<file path="src/hdl/assert_macros.svh">
// Assertion macros shared by the RTL of the key debounce / display scanner.
// Users must have clk and rst_n in scope; no other dependencies.
`ifndef ASSERT_MACROS_SVH
`define ASSERT_MACROS_SVH

// Same-cycle implication, disabled during reset
`define KDS_ASSERT_NOW(lbl, ante, cons, msg) \
  lbl: assert property (@(posedge clk) disable iff (!rst_n) (ante) |-> (cons)) else $error(msg);

// Next-cycle implication, disabled during reset
`define KDS_ASSERT_NEXT(lbl, ante, cons, msg) \
  lbl: assert property (@(posedge clk) disable iff (!rst_n) (ante) |=> (cons)) else $error(msg);

`endif

</file>
<file path="src/hdl/kds_pkg.sv">
// Package for the key debounce / display scanner: field widths, pipeline types,
// and the seven-segment numeral table. No dependencies.
`timescale 1ns / 1ps
`default_nettype none

package kds_pkg;

  localparam int KEY_FIELD_W  = 5;   // raw key level field
  localparam int DIGIT_FIELDS = 4;   // digit code fields per transaction
  localparam int CODE_W       = 4;
  localparam int SEG_W        = 8;
  localparam int EN_W         = 4;
  localparam int KEYNUM_W     = 3;
  localparam int BLINK_W      = 3;
  localparam int HIST_W       = 4;
  localparam int PHASE_W      = 2;
  localparam int BCNT_W       = 4;

  localparam logic [HIST_W-1:0] HIST_RELEASED = 4'hF;
  localparam logic [HIST_W-1:0] HIST_PRESSED  = 4'h0;
  localparam logic [CODE_W-1:0] DASH_CODE     = 4'd10;
  localparam logic [BLINK_W-1:0] BLINK_RESET  = 3'd5;

  typedef logic [DIGIT_FIELDS-1:0][CODE_W-1:0] digit_codes_t;

  typedef struct packed {
    logic [KEY_FIELD_W-1:0] key_levels;
    digit_codes_t           digits;
  } in_item_t;

  typedef struct packed {
    logic [SEG_W-1:0]    segments;
    logic [EN_W-1:0]     digit_enables;
    logic [KEYNUM_W-1:0] key_pressed;
  } out_item_t;

  // Numeral table, codes 0-9 plus dash; callers clamp the code first
  function automatic logic [SEG_W-1:0] seg_lookup(input logic [CODE_W-1:0] code);
    logic [SEG_W-1:0] seg;
    case (code)
      4'd0:    seg = 8'h3f;
      4'd1:    seg = 8'h06;
      4'd2:    seg = 8'h5b;
      4'd3:    seg = 8'h4f;
      4'd4:    seg = 8'h66;
      4'd5:    seg = 8'h6d;
      4'd6:    seg = 8'h7d;
      4'd7:    seg = 8'h07;
      4'd8:    seg = 8'h7f;
      4'd9:    seg = 8'h6f;
      default: seg = 8'h40;
    endcase
    return seg;
  endfunction

endpackage

`default_nettype wire

</file>
<file path="src/hdl/key_debounce_display_scanner_top.sv">
// Top level: input register, debounce and display scanner, result register.
// Depends on kds_pkg, kds_debounce, kds_scanner and assert_macros.svh.
//
// Usage: each input transaction is one timer tick carrying five raw key
// levels (0 = pressed) and four digit codes. Every input transaction yields
// exactly one result transaction: the held segment pattern, the held one-hot
// or blank digit enable and the number of a newly pressed key (0 if none).
// out_valid rises once the tick has passed the input register and then the
// result register. Throughput is one transaction per cycle while out_stall
// does not hold a result; the single pass of debounce and scan logic between
// the two registers sets that.
// cfg_we/cfg_wdata write the blink digit index (4 and up disables blinking);
// write only while no transaction is in flight.
// Reset (rst_n low, synchronous) empties both stages, sets all keys released,
// clears the scan state and sets the blink index to 5.
// When out_stall holds a pending result, the input register can still fill
// once; after that in_stall rises until the result is taken.
`timescale 1ns / 1ps
`default_nettype none

`include "assert_macros.svh"

module key_debounce_display_scanner_top #(
  parameter int NUM_KEYS   = 5,
  parameter int NUM_DIGITS = 4
) (
  input  wire logic                             clk,
  input  wire logic                             rst_n,
  input  wire logic                             cfg_we,
  input  wire logic [kds_pkg::BLINK_W-1:0]      cfg_wdata,
  input  wire logic                             in_valid,
  output logic                                  in_stall,
  input  wire logic [kds_pkg::KEY_FIELD_W-1:0]  in_key_levels,
  input  wire logic [kds_pkg::CODE_W-1:0]       in_digit_zero,
  input  wire logic [kds_pkg::CODE_W-1:0]       in_digit_one,
  input  wire logic [kds_pkg::CODE_W-1:0]       in_digit_two,
  input  wire logic [kds_pkg::CODE_W-1:0]       in_digit_three,
  output logic                                  out_valid,
  input  wire logic                             out_stall,
  output logic      [kds_pkg::SEG_W-1:0]        out_segments,
  output logic      [kds_pkg::EN_W-1:0]         out_digit_enables,
  output logic      [kds_pkg::KEYNUM_W-1:0]     out_key_pressed
);

  logic [kds_pkg::BLINK_W-1:0] blink_digit_r;
  logic                        s1_valid_r;
  kds_pkg::in_item_t           s1_item_r;
  logic                        out_valid_r;
  kds_pkg::out_item_t          out_item_r, out_item_nxt;
  logic                        out_ready;
  logic                        advance;
  logic                        in_take;

  assign out_ready = !out_valid_r || !out_stall;
  assign advance   = s1_valid_r && out_ready;
  assign in_stall  = s1_valid_r && !out_ready;
  assign in_take   = in_valid && !in_stall;

  always_ff @(posedge clk) begin
    if (!rst_n) begin
      blink_digit_r <= kds_pkg::BLINK_RESET;
    end else if (cfg_we) begin
      blink_digit_r <= cfg_wdata;
    end
  end

  // input register
  always_ff @(posedge clk) begin
    if (!rst_n) begin
      s1_valid_r <= 1'b0;
    end else if (in_take) begin
      s1_valid_r <= 1'b1;
    end else if (advance) begin
      s1_valid_r <= 1'b0;
    end
  end

  always_ff @(posedge clk) begin
    if (in_take) begin
      s1_item_r.key_levels <= in_key_levels;
      s1_item_r.digits     <= {in_digit_three, in_digit_two, in_digit_one, in_digit_zero};
    end
  end

  kds_debounce #(
    .NUM_KEYS (NUM_KEYS)
  ) u_debounce (
    .clk         (clk),
    .rst_n       (rst_n),
    .step        (advance),
    .key_levels  (s1_item_r.key_levels),
    .key_pressed (out_item_nxt.key_pressed)
  );

  kds_scanner #(
    .NUM_DIGITS (NUM_DIGITS)
  ) u_scanner (
    .clk         (clk),
    .rst_n       (rst_n),
    .step        (advance),
    .blink_digit (blink_digit_r),
    .digits      (s1_item_r.digits),
    .seg_next    (out_item_nxt.segments),
    .en_next     (out_item_nxt.digit_enables)
  );

  // result register
  always_ff @(posedge clk) begin
    if (!rst_n) begin
      out_valid_r <= 1'b0;
    end else if (advance) begin
      out_valid_r <= 1'b1;
    end else if (!out_stall) begin
      out_valid_r <= 1'b0;
    end
  end

  always_ff @(posedge clk) begin
    if (advance) begin
      out_item_r <= out_item_nxt;
    end
  end

  assign out_valid         = out_valid_r;
  assign out_segments      = out_item_r.segments;
  assign out_digit_enables = out_item_r.digit_enables;
  assign out_key_pressed   = out_item_r.key_pressed;

  `KDS_ASSERT_NOW(a_en_onehot, out_valid, $onehot0(out_digit_enables), "digit enable not one-hot")
  `KDS_ASSERT_NEXT(a_s1_hold, s1_valid_r && !out_ready, s1_valid_r, "stalled tick dropped")
  `KDS_ASSERT_NOW(a_key_range, out_valid, int'(out_key_pressed) <= NUM_KEYS, "key number out of range")

endmodule

`default_nettype wire

</file>
<file path="src/hdl/kds_debounce.sv">
// Per-key four-sample debounce and press-edge detect for the key scanner.
// Depends on kds_pkg.
`timescale 1ns / 1ps
`default_nettype none

module kds_debounce #(
  parameter int NUM_KEYS = 5
) (
  input  wire logic                           clk,
  input  wire logic                           rst_n,
  input  wire logic                           step,
  input  wire logic [kds_pkg::KEY_FIELD_W-1:0] key_levels,
  output logic      [kds_pkg::KEYNUM_W-1:0]   key_pressed
);

  localparam int KNUM_W = $clog2(NUM_KEYS + 1);
  localparam int PAD_W  = (NUM_KEYS > kds_pkg::KEY_FIELD_W) ? NUM_KEYS : kds_pkg::KEY_FIELD_W;

  logic [NUM_KEYS-1:0][kds_pkg::HIST_W-1:0] hist_r, hist_nxt;
  logic [NUM_KEYS-1:0]                      level_r, level_nxt;
  logic [NUM_KEYS-1:0]                      prev_r;
  logic [PAD_W-1:0]                         lv_pad;
  logic [KNUM_W-1:0]                        pressed;

  always_comb begin
    // keys past the input field read as released
    lv_pad = '1;
    lv_pad[kds_pkg::KEY_FIELD_W-1:0] = key_levels;
    pressed = '0;
    for (int i = 0; i < NUM_KEYS; i++) begin
      hist_nxt[i]  = {hist_r[i][kds_pkg::HIST_W-2:0], lv_pad[i]};
      level_nxt[i] = level_r[i];
      if (hist_nxt[i] == kds_pkg::HIST_PRESSED) begin
        level_nxt[i] = 1'b0;
      end else if (hist_nxt[i] == kds_pkg::HIST_RELEASED) begin
        level_nxt[i] = 1'b1;
      end
      // ascending scan: highest falling key wins
      if (prev_r[i] && !level_nxt[i]) begin
        pressed = KNUM_W'(i + 1);
      end
    end
  end

  assign key_pressed = kds_pkg::KEYNUM_W'(pressed);

  always_ff @(posedge clk) begin
    if (!rst_n) begin
      for (int i = 0; i < NUM_KEYS; i++) begin
        hist_r[i] <= kds_pkg::HIST_RELEASED;
      end
      level_r <= '1;
      prev_r  <= '1;
    end else if (step) begin
      hist_r  <= hist_nxt;
      level_r <= level_nxt;
      prev_r  <= level_nxt;
    end
  end

endmodule

`default_nettype wire

</file>
<file path="src/hdl/kds_scanner.sv">
// Multiplexed seven-segment digit scanner with one blinking digit.
// Depends on kds_pkg.
`timescale 1ns / 1ps
`default_nettype none

module kds_scanner #(
  parameter int NUM_DIGITS = 4
) (
  input  wire logic                         clk,
  input  wire logic                         rst_n,
  input  wire logic                         step,
  input  wire logic [kds_pkg::BLINK_W-1:0]  blink_digit,
  input  wire kds_pkg::digit_codes_t        digits,
  output logic      [kds_pkg::SEG_W-1:0]    seg_next,
  output logic      [kds_pkg::EN_W-1:0]     en_next
);

  localparam int PTR_W = (NUM_DIGITS > 1) ? $clog2(NUM_DIGITS) : 1;

  logic [kds_pkg::PHASE_W-1:0] phase_r, phase_nxt;
  logic [PTR_W-1:0]            ptr_r, ptr_nxt;
  logic [kds_pkg::BCNT_W-1:0]  bcnt_r, bcnt_nxt;
  logic                        blink_on_r, blink_on_nxt;
  logic [kds_pkg::SEG_W-1:0]   seg_r, seg_nxt;
  logic [kds_pkg::EN_W-1:0]    en_r, en_nxt;
  logic [kds_pkg::CODE_W-1:0]  code;
  logic [kds_pkg::SEG_W-1:0]   seg_show;
  logic [kds_pkg::EN_W-1:0]    en_show;

  always_comb begin
    // digits beyond the input fields show code 0
    code = '0;
    for (int d = 0; d < kds_pkg::DIGIT_FIELDS; d++) begin
      if (int'(ptr_r) == d) begin
        code = digits[d];
      end
    end
    if (code > kds_pkg::DASH_CODE) begin
      code = kds_pkg::DASH_CODE;
    end
    seg_show = kds_pkg::seg_lookup(code);
    for (int e = 0; e < kds_pkg::EN_W; e++) begin
      en_show[e] = (int'(ptr_r) == e);
    end
  end

  always_comb begin
    phase_nxt    = phase_r + kds_pkg::PHASE_W'(1);
    ptr_nxt      = ptr_r;
    bcnt_nxt     = bcnt_r;
    blink_on_nxt = blink_on_r;
    seg_nxt      = seg_r;
    en_nxt       = en_r;
    if (phase_nxt == '0) begin
      if (int'(ptr_r) == int'(blink_digit)) begin
        bcnt_nxt = bcnt_r + kds_pkg::BCNT_W'(1);
        if (bcnt_nxt == '0) begin
          blink_on_nxt = !blink_on_r;
        end
        if (blink_on_nxt) begin
          seg_nxt = seg_show;
          en_nxt  = en_show;
        end else begin
          en_nxt = '0;  // blanked; segments keep last pattern
        end
      end else begin
        seg_nxt = seg_show;
        en_nxt  = en_show;
      end
      if (int'(ptr_r) >= NUM_DIGITS - 1) begin
        ptr_nxt = '0;
      end else begin
        ptr_nxt = ptr_r + PTR_W'(1);
      end
    end
  end

  assign seg_next = seg_nxt;
  assign en_next  = en_nxt;

  always_ff @(posedge clk) begin
    if (!rst_n) begin
      phase_r    <= '0;
      ptr_r      <= '0;
      bcnt_r     <= '0;
      blink_on_r <= 1'b0;
      seg_r      <= '0;
      en_r       <= '0;
    end else if (step) begin
      phase_r    <= phase_nxt;
      ptr_r      <= ptr_nxt;
      bcnt_r     <= bcnt_nxt;
      blink_on_r <= blink_on_nxt;
      seg_r      <= seg_nxt;
      en_r       <= en_nxt;
    end
  end

endmodule

`default_nettype wire

</file>
<file path="config.mk">
export PLATFORM = sky130hd
export DESIGN_NAME = key_debounce_display_scanner_top
export DESIGN_NICKNAME = d
export VERILOG_FILES = /design/src/hdl/kds_pkg.sv /design/src/hdl/key_debounce_display_scanner_top.sv /design/src/hdl/kds_debounce.sv /design/src/hdl/kds_scanner.sv
export VERILOG_INCLUDE_DIRS = /design/src /design/src/hdl
export SDC_FILE = /design/constraint.sdc
export NUM_CORES = 1
export LEC_CHECK = 0
export BUFFER_PORTS_ARGS = -buffer_cell sky130_fd_sc_hd__buf_2
export CAP_MARGIN = 10
export CORE_UTILIZATION = 61
export DETAILED_ROUTE_END_ITERATION = 10
export GPL_ROUTABILITY_DRIVEN = 0
export PLACE_DENSITY = 0.87
export SYNTH_ARGS = -nofsm -noshare
export SYNTH_HDL_FRONTEND = slang
export SYNTH_HIERARCHICAL = 1
export SYNTH_SLANG_ARGS = --single-unit
</file>
<file path="constraint.sdc">
create_clock -name clk -period 6.4 [get_ports clk]
set_input_delay 0.96 -clock clk [delete_from_list [all_inputs] [get_ports clk]]
set_output_delay 0.96 -clock clk [all_outputs]
set_load 0.01 [all_outputs]
</file>
==> impl_metrics.toml <==
[run_status]
status = "finished, final reports clean"

[die]
ioPinCount = 46
start_util_pct = 64.4
fp.dieH_um = 78.7
fp-row-count = 27
core_area_mm2 = 0.00557
die_x_um = 78.7
dieArea_mm2 = 0.00620

[pwr]
power_density_mw_per_mm2 = 248
p_leak_uw = 0.00160
p_total_uw = 1010
vdd_drop_max_v = 0.000163

[cts]
tritoncts = "done"
cts_hold_buf = 0
clk_latency_ps = 340
root_buffer = "clkbuf_8"
cts_resized = 0
clk_path_buf_depth = 2
cts.sinks = 82
htreeDepth = 3
path_clk_slew_ps = 80
cts_buffers = 9
post_cts_buffers = 0

[run]
drv_cap = 0

[synthesis]
synthArstFlopShare_pct = 0
synth_top_flop_cell = "dfxtp_1"
ys_seq_area_share_pct = 55.8
synth-edff-count = 36
yosysWarnings = 6
synthCells = 310
syn_area_per_cell_um2 = 11.6
syn_area_mm2 = 0.00359
syn-num-nets = 351
yosysUniqueCellTypes = 64
ys_seq_elements = 82

[worst_hold_path]
hp-class = "register to register"

[finish]
nNetsFinal = 399
fill_cells = 376
regArea_mm2 = 0.00200
area_growth_syn_to_layout_pct = 13.6
drive_gt1_share_pct = 21.8
diodes = 0
multiInputGateArea_mm2 = 0.00151

[grt]
grt_pass1_wl_um = 11300
overflow = 0
grt_max_degree = 44
use_met3_pct = 4.25
top_usage_layer = "met2"
grt_util_all_layers_pct = 24.1
grt.met2_usage_pct = 39.0
grt_use_met1_pct = 31.7
antenna_found_initial = 0
grt_pass1_vias = 2450

[detailed_routing]
wl_um = 6800
dr.pass1.iters = 4
wl_per_cell_um = 15.6
drc = 0
drt-initial-drc-count = 215
viasPerCell = 5.86
vias = 2550
ant_nets = 0

[sta]
finalSetupViolations = 0
hold_viol = 0
tightest_slew_ps = 967
slew_headroom_pct = 35.2
tns_ps = 0
fin_crit_ps = 3220
rsz0062_at_grt = "false"
fin_skew_ps = 7.80
fin_crit_sh_pct = 50.3
max_freq_mhz = 311
worst_slack_ps = 3180
slew_violations = 0

[worst_setup_path]
end_kind = "register"
crit_chain = "inv_1 > ha_1 > nor2_2 > a311oi_2 > a21oi_1 > nor2_1 > a311oi_1 > ha_1 > a2bb2oi_1 > a2bb2oi_1 > mux2_2"
path_class = "register to register"
startpoint_type = "register"
cp_max_fo = 7
worstPathArrival_ps = 3310
cpMaxStageDelayCell = "dfxtp_1"
worstPathRequired_ps = 6500
slowest_delay_ps = 430

[placed_design]
dpl_worst_slack_ps = 3300
dp_hpwl_um = 4710
place.port_buffers = 45
==> cells in the mapped netlist (4+ instances only) <==
cell      number  area share [%]
dfxtp_1       46              26
nand2_1       40             4.2
edfxtp_1      36              30
mux2i_1       23             6.4
nor2_1        17             1.8
a21oi_1       12             1.7
ha_1          12             4.2
inv_1         10             1.0
a22o_1         8             2.0
nor2b_1        7             1.2
nand3_1        5            0.70
nor3_1         5            0.70
xor2_1         5             1.2
and2_1         4            0.70
clkbuf_1       4            0.42
o21ai_0        4            0.56
o21ai_1        4            0.56
==> cell usage in the layout (no fill, tap or decap), types with 3 or more instances in the layout <==
| master | Yosys | layout |
|---|---|---|
| and2_1 | 4 | 4 |
| o21ai_0 | 4 | 4 |
| nor3_1 | 5 | 5 |
| xor2_1 | 5 | 5 |
| mux2i_1 | 23 | 23 |
| nor2b_1 | 7 | 6 |
| nand3_1 | 5 | 5 |
| ha_1 | 12 | 12 |
| buf_2 | 2 | 45 |
| a22oi_1 | 3 | 3 |
| inv_1 | 10 | 10 |
| edfxtp_1 | 36 | 36 |
| a22o_1 | 8 | 8 |
| clkbuf_8 | 0 | 9 |
| o21ai_1 | 4 | 4 |
| a21oi_1 | 12 | 12 |
| nand3b_1 | 3 | 3 |
| nor2_1 | 17 | 17 |
| or3_1 | 3 | 3 |
| nand2_1 | 40 | 40 |
| dfxtp_1 | 46 | 46 |
| clkinv_2 | 0 | 4 |
==> metal layers <==
layer  vias up  wire, um
met1      1228      3140
met4         0        65
li1       1242         -
met2        73      3270
met3         7       317
met5         -         0
==> cell type report <==
| cell class | instances | area share [%] |
|---|---|---|
| clock buffer | 10 | 3.65 |
| clock inverter | 6 | 1.32 |
| inverter | 10 | 0.921 |
| timing repair buffer | 46 | 5.71 |
| multi-input combinational | 209 | 37.1 |
| tap | 72 | 2.21 |
| sequential | 82 | 49.1 |
==> registers in the layout, summed over array words and instances (netlist names) <==
| register | cells |
|---|---|
| s1_item_r | 21 |
| out_key_pressed | 3 |
| u_scanner/en_r | 4 |
| u_scanner/phase_r | 2 |
| u_debounce/hist_nxt | 15 |
| out_segments | 8 |
| out_digit_enables | 4 |
| out_valid | 1 |
| u_scanner/seg_r | 8 |
| u_debounce/prev_r | 5 |
| u_scanner/bcnt_r | 4 |
| blink_digit_r | 3 |
| u_scanner/blink_on_r | 1 |
| u_scanner/ptr_r | 2 |
| s1_valid_r | 1 |
==> logic make-up (layout without fill, tap and decap cells) <==
| group | after synthesis | in the layout | synth area share [%] |
|---|---|---|---|
| and+or+nand+nor | 99 | 99 | 14.2 |
| DFF | 82 | 82 | 55.8 |
| AOI/OAI and AO/OA | 67 | 67 | 15.0 |
| muxes | 24 | 24 | 6.73 |
| buffers and inverters | 19 | 72 | 2.47 |
| adders and majority gates | 12 | 12 | 4.18 |
| xor gates and xnor gates | 7 | 7 | 1.71 |
==> metrics by stage <==
step                      utilization, %  area (um2)  instances  hold WS, ps
after global routing                73.2        4080        435          479
after global placement              69.5        3870        419          436
after floorplan                        -        3590        310          421
after detailed placement            69.5        3870        419          445
after CTS                           73.2        4080        435          462
final                               73.2        4080        435          465
==> where the power goes <==
| group | switching (uW) | internal (uW) | leakage [uW] |
|---|---|---|---|
| Combinational | 38.0 | 26.8 | 0.000770 |
| Sequential | 10.0 | 563 | 0.000722 |
| Clock | 172 | 200 | 0.000108 |
| Total | 220 | 790 | 0.00160 |
==> final timing paths <==
kind,startpoint,endpoint,slack [ps],cells after the start
setup / recovery,u_scanner/ptr_r[0],out_segments[5],3180,11
hold / removal,u_scanner/en_r[3],u_scanner/en_r[3],470,2
hold reg to reg,u_scanner/en_r[3],u_scanner/en_r[3],470,2
setup reg to reg,u_scanner/ptr_r[0],out_segments[5],3180,11
==> critical path, delay by kind of cell (launching register included) <==
kind	cells	cell delay, ps
fa+ha+maj	2	490
buf+inv	1	90
simple gates	2	390
flops	1	430
compound gates	5	1300
mux	1	270
Note: power is estimated with default switching activity, not from simulation.
